File: src/rtl/pecc_pkg.sv
// Shared types, constants and widths for the polygon edge turn classifier.
package pecc_pkg;

   localparam int COORD_W = 32;
   localparam int ID_W = 32;
   localparam int CNT_W = 32;
   localparam int DIFF_W = COORD_W + 1;
   localparam int LO_W = 16;
   localparam int HI_W = DIFF_W - LO_W;
   localparam int PROD_W = 2 * DIFF_W;
   localparam int RSP_BITS = 8 * COORD_W + ID_W + 4;
   localparam int RSP_W = ((RSP_BITS + 7) / 8) * 8;

   typedef enum logic [1:0] {
      TURN_RIGHT    = 2'd0,
      TURN_LEFT     = 2'd1,
      TURN_STRAIGHT = 2'd2
   } turn_type;

   typedef struct packed {
      logic signed [COORD_W-1:0] x;
      logic signed [COORD_W-1:0] y;
   } vertex_type;

   typedef struct packed {
      logic signed [COORD_W-1:0] min_x;
      logic signed [COORD_W-1:0] max_x;
      logic signed [COORD_W-1:0] min_y;
      logic signed [COORD_W-1:0] max_y;
   } box_type;

   localparam logic [COORD_W-1:0] COORD_TOP = {1'b0, {(COORD_W-1){1'b1}}};
   localparam logic [COORD_W-1:0] COORD_BOT = {1'b1, {(COORD_W-1){1'b0}}};
   localparam box_type BOX_CLEAR = '{
      min_x: COORD_TOP, max_x: COORD_BOT, min_y: COORD_TOP, max_y: COORD_BOT};

   // Mask bit 0 is the edge ending at the previous vertex, bit 1 the edge into the
   // closing vertex, bit 2 the closing edge and bit 3 the first edge of the polygon.
   typedef struct packed {
      vertex_type v_old;
      vertex_type v_new;
      vertex_type v_p;
      vertex_type v_first;
      vertex_type v_second;
      box_type box;
      logic [ID_W-1:0] id_a;
      logic [ID_W-1:0] id_b;
      logic [ID_W-1:0] id_c;
      logic [ID_W-1:0] id_d;
      turn_type a_st;
      turn_type a_et;
      turn_type b_st;
      turn_type b_et;
      turn_type c_st;
      turn_type c_et;
      turn_type d_st;
      turn_type d_et;
      logic [3:0] mask;
   } seg_entry_type;

   typedef struct packed {
      logic valid;
      seg_entry_type entry;
   } q_push_type;

endpackage

File: src/rtl/pecc_back.sv
// Back end: segment queue, expansion into single edges and the output register.
module pecc_back import pecc_pkg::*; (
   input  logic             clock,
   input  logic             reset,
   input  q_push_type       push,
   output logic             q_full,
   output logic             rsp_tvalid,
   input  logic             rsp_tready,
   output logic [RSP_W-1:0] rsp_tdata,
   output logic             rsp_tlast
);

   localparam int QDEPTH = 4;
   localparam int PTR_W = $clog2(QDEPTH);
   localparam int QCNT_W = $clog2(QDEPTH + 1);

   typedef enum logic [1:0] {SLOT_A, SLOT_B, SLOT_C, SLOT_D} slot_type;

   typedef struct packed {
      vertex_type s;
      vertex_type e;
      logic [ID_W-1:0] id;
      turn_type st;
      turn_type et;
      box_type box;
      logic last;
   } out_type;

   seg_entry_type    q_mem_ff [QDEPTH];
   logic [PTR_W-1:0] wr_ptr_ff, rd_ptr_ff;
   logic [QCNT_W-1:0] cnt_ff;
   logic [3:0]       done_ff, rem, sel_bit;
   seg_entry_type    head;
   slot_type         slot;
   logic             load, pop, last;
   out_type          out_ff, out_in;
   logic             out_v_ff;

   always_comb begin
      head = q_mem_ff[rd_ptr_ff];
      rem = head.mask & ~done_ff;
      priority if (rem[0]) begin
         slot = SLOT_A;
      end else if (rem[1]) begin
         slot = SLOT_B;
      end else if (rem[2]) begin
         slot = SLOT_C;
      end else begin
         slot = SLOT_D;
      end
      sel_bit = 4'b0001 << slot;
      last = ((rem & ~sel_bit) == '0);
      load = (cnt_ff != '0) && (!out_v_ff || rsp_tready);
      pop = load && last;
      q_full = (cnt_ff == QCNT_W'(QDEPTH));

      out_in.box = head.box;
      out_in.last = last;
      unique case (slot)
         SLOT_A: begin
            out_in.s = head.v_old;
            out_in.e = head.v_new;
            out_in.id = head.id_a;
            out_in.st = head.a_st;
            out_in.et = head.a_et;
         end
         SLOT_B: begin
            out_in.s = head.v_new;
            out_in.e = head.v_p;
            out_in.id = head.id_b;
            out_in.st = head.b_st;
            out_in.et = head.b_et;
         end
         SLOT_C: begin
            out_in.s = head.v_p;
            out_in.e = head.v_first;
            out_in.id = head.id_c;
            out_in.st = head.c_st;
            out_in.et = head.c_et;
         end
         SLOT_D: begin
            out_in.s = head.v_first;
            out_in.e = head.v_second;
            out_in.id = head.id_d;
            out_in.st = head.d_st;
            out_in.et = head.d_et;
         end
         default: begin
            out_in.s = head.v_first;
            out_in.e = head.v_second;
            out_in.id = head.id_d;
            out_in.st = head.d_st;
            out_in.et = head.d_et;
         end
      endcase
   end

   always_ff @(posedge clock) begin
      if (push.valid) begin
         q_mem_ff[wr_ptr_ff] <= push.entry;
      end
   end

   always_ff @(posedge clock) begin
      if (reset) begin
         wr_ptr_ff <= '0;
         rd_ptr_ff <= '0;
         cnt_ff <= '0;
         done_ff <= '0;
         out_v_ff <= 1'b0;
      end else begin
         if (push.valid) begin
            wr_ptr_ff <= (wr_ptr_ff == PTR_W'(QDEPTH - 1)) ? '0 : wr_ptr_ff + PTR_W'(1);
         end
         if (pop) begin
            rd_ptr_ff <= (rd_ptr_ff == PTR_W'(QDEPTH - 1)) ? '0 : rd_ptr_ff + PTR_W'(1);
            done_ff <= '0;
         end else if (load) begin
            done_ff <= done_ff | sel_bit;
         end
         if (push.valid && !pop) begin
            cnt_ff <= cnt_ff + QCNT_W'(1);
         end else if (pop && !push.valid) begin
            cnt_ff <= cnt_ff - QCNT_W'(1);
         end
         if (load) begin
            out_v_ff <= 1'b1;
         end else if (rsp_tready) begin
            out_v_ff <= 1'b0;
         end
      end
   end

   always_ff @(posedge clock) begin
      if (load) begin
         out_ff <= out_in;
      end
   end

   assign rsp_tvalid = out_v_ff;
   assign rsp_tlast = out_ff.last;
   assign rsp_tdata = {{(RSP_W-RSP_BITS){1'b0}},
                       out_ff.box.max_y, out_ff.box.min_y,
                       out_ff.box.max_x, out_ff.box.min_x,
                       out_ff.et, out_ff.st, out_ff.id,
                       out_ff.e.y, out_ff.e.x, out_ff.s.y, out_ff.s.x};

   assert property (@(posedge clock) disable iff (reset)
      cnt_ff <= QCNT_W'(QDEPTH))
      else $error("Segment queue overflowed.");

   assert property (@(posedge clock) disable iff (reset)
      push.valid |-> !q_full)
      else $error("Transfer into a full segment queue.");

   assert property (@(posedge clock) disable iff (reset)
      cnt_ff == '0 |-> done_ff == '0)
      else $error("Edge progress left over in an empty queue.");

endmodule

File: config.mk
export PLATFORM = sky130hd
export DESIGN_NAME = pecc_back
export DESIGN_NICKNAME = d
export VERILOG_FILES = /design/src/rtl/pecc_pkg.sv /design/src/rtl/pecc_back.sv
export SDC_FILE = /design/constraint.sdc
export NUM_CORES = 2
export LEC_CHECK = 0
export BUFFER_PORTS_ARGS = -buffer_cell sky130_fd_sc_hd__buf_2
export CAP_MARGIN = 20
export CORE_MARGIN = 2
export CORE_UTILIZATION = 50
export CTS_BUF_LIST = sky130_fd_sc_hd__clkbuf_2 sky130_fd_sc_hd__clkbuf_4 sky130_fd_sc_hd__clkbuf_8
export DETAILED_ROUTE_END_ITERATION = 6
export PLACE_DENSITY = 0.77
export SLEW_MARGIN = 20
export SYNTH_ARGS = -nofsm -noshare
export SYNTH_HDL_FRONTEND = slang
export SYNTH_SLANG_ARGS = --single-unit
File: constraint.sdc
create_clock -name clock -period 15.95 [get_ports clock]
set_input_delay 1.595 -clock clock [delete_from_list [all_inputs] [get_ports clock]]
set_output_delay 1.595 -clock clock [all_outputs]
set_load 0.02 [all_outputs]
**Yosys cells after proc, flatten, opt, wreduce, memory -nomap -nowiden**

Memories as Yosys holds them, arrays and structs flattened. A register that Yosys moved wholly into a read port is not among the register bits.
Index checks and enable logic that the tools add are counted.

- Flip-flop bits (word level): 305
- Bits in writable memories: 2384
- Bits of input ports: 600
- Logic and storage cells: 62
- Memories kept: 1

- Add/subtract/negate cells: 4
- Equal/unequal tests: 6
- Shift-type cells: 1
- Muxes and demuxes: 14
- Bitwise logic cells: 5
- Reduce and logical (&&, ||, !) cells: 14

Memory list:

| memory | depth | bits a word | read ports | clocked after memory_dff | wr ports | line | text |
|---|---|---|---|---|---|---|---|
| q_mem_ff | 4 | 596 | 1 | 1 | 1 | pecc_back.sv:29 | `seg_entry_type q_mem_ff [QDEPTH];` |

Operators by type and width:

| kind | number |
|---|---|
| case mux 164 bit (4 select lines) | 1 |
| two-way mux 2 bit | 6 |
| AND 4 bit | 2 |
| equality test 2 bit, second input constant | 4 |
| inverter 4 bit | 2 |
| two-way mux 3 bit | 2 |
| two-way mux 1 bit | 5 |
| adder 2 x 1 -> 2 bit, second input constant | 2 |
| logical AND 1 bit | 4 |
| zero test 4 bit | 1 |
| bitwise OR 4 bit | 1 |
| nonzero test 2 bit | 2 |
| left shift 1 x 2 -> 4 bit, first input constant | 1 |
| adder 3 x 1 -> 3 bit, second input constant | 1 |
| equality test 3 bit, second input constant | 1 |
| zero test 1 bit | 3 |
| nonzero test 3 bit | 1 |
| subtractor 3 x 1 -> 3 bit, second input constant | 1 |
| equality test 2 x 1 -> 1 bit, second input constant | 1 |
| zero test 2 bit | 1 |
| OR reduction 2 bit | 1 |
| logical OR 1 bit | 1 |

**Logic depth before layout (Yosys ltp)**

- Depth in word-level cells: 13
- Mapped depth: 14
- Mapped depth without buffers: 12

**Least setup slack after synthesis**

OpenSTA, ideal clock, no wires.

- Path type: input port to flip-flop
- Start: in push[596] in the netlist's numbering
- End: mem q_mem_ff[0][0] in the netlist's numbering, enable pin
- Setup time: 1037 ps
- Arrival time: 14959 ps
- Slack: -46 ps
- Stages: 1
- Cell sequence: and2_1

- Word-level cells in the longest chain between the ends: 2

RTL lines:

| what | line | text |
|---|---|---|
| start: declaration | pecc_back.sv:5 | `input q_push_type push,` |
| two-way mux 1 bit | pecc_back.sv:99 | `if (push.valid) begin` |
| two-way mux 1 bit (implied by the code) | pecc_back.sv:100 | `q_mem_ff[wr_ptr_ff] <= push.entry;` |
| end: declaration | pecc_back.sv:29 |  |

No other way between the ends.

==> results.json <==
{
  "finalHoldViolCount": 0,
  "rows": 164,
  "ant_nets": 0,
  "total_power_mw": 19.8,
  "max_stage_delay_ns": 0.93,
  "fmax_mhz": 183,
  "grt_pass1_wl_um": 341000,
  "wirelength_um": 240000,
  "die_h_um": 452,
  "timing.final.max_slew_violations": 0,
  "seq_area_frac_synth_pct": 80.3,
  "wl_per_cell_um": 28.3,
  "critPathLaunchType": "register",
  "drt_first_pass_iters": 6,
  "die_x_um": 452,
  "h-tree-depth": 5,
  "post-route-period-util_pct": 34.2,
  "ctsResizeCount": 0,
  "synth_area_um2": 100000,
  "drc_errors": 0,
  "leakage_nw": 39.2,
  "crit_path_top_delay_cell": "dfxtp_4",
  "port_buffers": 894,
  "hold_class": "register to register",
  "initial_core_util_pct": 50.3,
  "crit_top_cell": "buf_4",
  "grt_max_degree": 173,
  "grt_usage_pct": 23.1,
  "crit_arrival_ns": 6.32,
  "clk_pin_slew_ns": 0.06,
  "drive_gt1_share_pct": 38.8,
  "worstMarginPinSlew_ns": 1.28,
  "drtIter0Drc": 5095,
  "grt_setup_unrepaired": "no",
  "synth_edf_count": 2677,
  "synthFlopType": "edfxtp_1",
  "setup_viol": 0,
  "syn_avg_cell_area_um2": 23.7,
  "ys_seq_elements": 2691,
  "slew_headroom_pct": 14.5,
  "path_cells": "buf_4, mux4_2, nand2b_4, buf_4, buf_4, mux2i_1, a211oi_1, a21o_1",
  "netlist_instances": 4240,
  "ys_async_sr_fraction_pct": 0,
  "vias": 49600,
  "die-area_um2": 204000,
  "numClockSinks": 2691,
  "numCtsBuffers": 428,
  "core-area_um2": 200000,
  "cts_hold_buffers": 0,
  "min_period_ns": 5.46,
  "p_per_area_nw_per_um2": 170,
  "path_delay_family": "buffers and inverters",
  "yosysWarningCount": 0,
  "layout_commonest_cell": "edfxtp_1",
  "io_pins": 899,
  "fin_skew_ns": 0.104,
  "cp_data_required_time_ns": 16.81,
  "hpwl_um": 149000,
  "cts_tree": "yes",
  "crit_path_max_fanout": 45,
  "via_per_inst": 5.84,
  "clk_latency_ns": 1.14,
  "grt_overflow": 0,
  "synth.distinct_cells": 36,
  "final_cell_mix": "edfxtp_1 (2,677), buf_2 (894), mux4_2 (596)",
  "grt_pass1_vias": 50200,
  "hold_ws_ns": 0.484,
  "clock_path_buffers": 4,
  "gp_congestion": 0.857,
  "criticalPathCategory": "register to register",
  "vdd_ir_drop_max_mv": 0.209,
  "antenna_found_initial": 192,
  "path_buf_inv": 3,
  "cts_root_buf": "clkbuf_8",
  "worst_setup_path_end_kind": "register",
  "area_growth_pct": 15.9,
  "outcome": "completed",
  "post-cts-setup-buffers": 0,
  "nets": 6009,
  "drv_cap": 0
}
Yosys cell counts, drive strengths merged, types with 2 or more instances:
| master | count | area (µm²) |
|---|---|---|
| edfxtp | 2677 | 80400 |
| mux4 | 596 | 13400 |
| nor2 | 170 | 638 |
| mux2i | 166 | 1660 |
| a21o | 165 | 1240 |
| a211oi | 164 | 1230 |
| buf | 148 | 826 |
| clkbuf | 82 | 319 |
| dfxtp | 14 | 280 |
| inv | 7 | 26.3 |
| ha | 6 | 75.1 |
| a21oi | 5 | 25.0 |
| and2 | 5 | 31.3 |
| o21ai | 5 | 28.8 |
| nand2b | 4 | 25.0 |
| nor3 | 4 | 20.0 |
| nand2 | 3 | 11.3 |
| nor2b | 3 | 18.8 |
| a2111oi | 2 | 20.0 |
| o211ai | 2 | 15.0 |
| xor2 | 2 | 17.5 |
kinds of logic after synthesis:
| logic type | after synthesis | synth area share [%] |
|---|---|---|
| DFF | 2691 | 80.3 |
| muxes | 762 | 15.0 |
| AOI/OAI and AO/OA | 346 | 2.57 |
| buffers and inverters | 237 | 1.17 |
| and+or+nand+nor | 193 | 0.766 |
| adders and majority gates | 8 | 0.106 |
| xor gates and xnor gates | 2 | 0.0174 |
| other | 1 | 0.00373 |
final cells by class:
type	instances	area, µm²
inverter	7	33.8
clock buffer	561	6970
timing repair buffer	959	5100
tap	2656	3320
fill	13800	83300
sequential	2691	80700
clock inverter	190	1370
multi-input combinational	1315	18600
antenna	110	275
registers in the layout, summed over array words and instances, names as in the netlist, named ones only:
signal,count
done_ff,4
rd_ptr_ff,2
wr_ptr_ff,2
rsp_tdata,292
rsp_tlast,1
q_mem_ff,2384
cnt_ff,3
rsp_tvalid,1
power by group:
group	switching, mW	internal (mW)
clock network	2.62	3.15
registers	0.311	8.78
logic	3.01	1.94
total	5.94	13.9
metal layers:
metal | vias to the layer above | routed length, µm | GRT usage, %
met5 | - | 577 | 0
li1 | 20600 | - | -
met3 | 748 | 17300 | 5.83
met2 | 2376 | 120000 | 36.8
met1 | 25800 | 86200 | 27.8
met4 | 92 | 15600 | 15.8
worst min-delay path: stages, from the launching register on:
cell,delay [ns]
dfxtp_1,0.30
inv_1,0.06
a211oi_1,0.07
metrics by stage:
| step | cells | cell area [µm²] | util [%] | setup TNS [ns] | setup slack, ns |
|---|---|---|---|---|---|
| after floorplan | 4243 | 100000 | - | -26.25 | -0.0441 |
| after global placement | 7628 | 108000 | 54.0 | 0 | 10.19 |
| after detailed placement | 7628 | 108000 | 54.0 | 0 | 10.20 |
| after CTS | 8379 | 116000 | 58.1 | 0 | 10.41 |
| after global routing | 8462 | 116000 | 58.2 | 0 | 10.19 |
| final | 8489 | 116000 | 58.3 | 0 | 10.49 |
worst paths after layout:
kind	startpoint	endpoint	slack (ns)	cells after the start
worst min register to register	done_ff[3]	done_ff[3]	0.48	2
worst max-delay path	register	rsp_tdata[59]	10.49	8
worst min-delay path	done_ff[3]	done_ff[3]	0.48	2
worst max register to register	register	rsp_tdata[59]	10.49	8
Note: power is estimated with default switching activity, not from simulation.
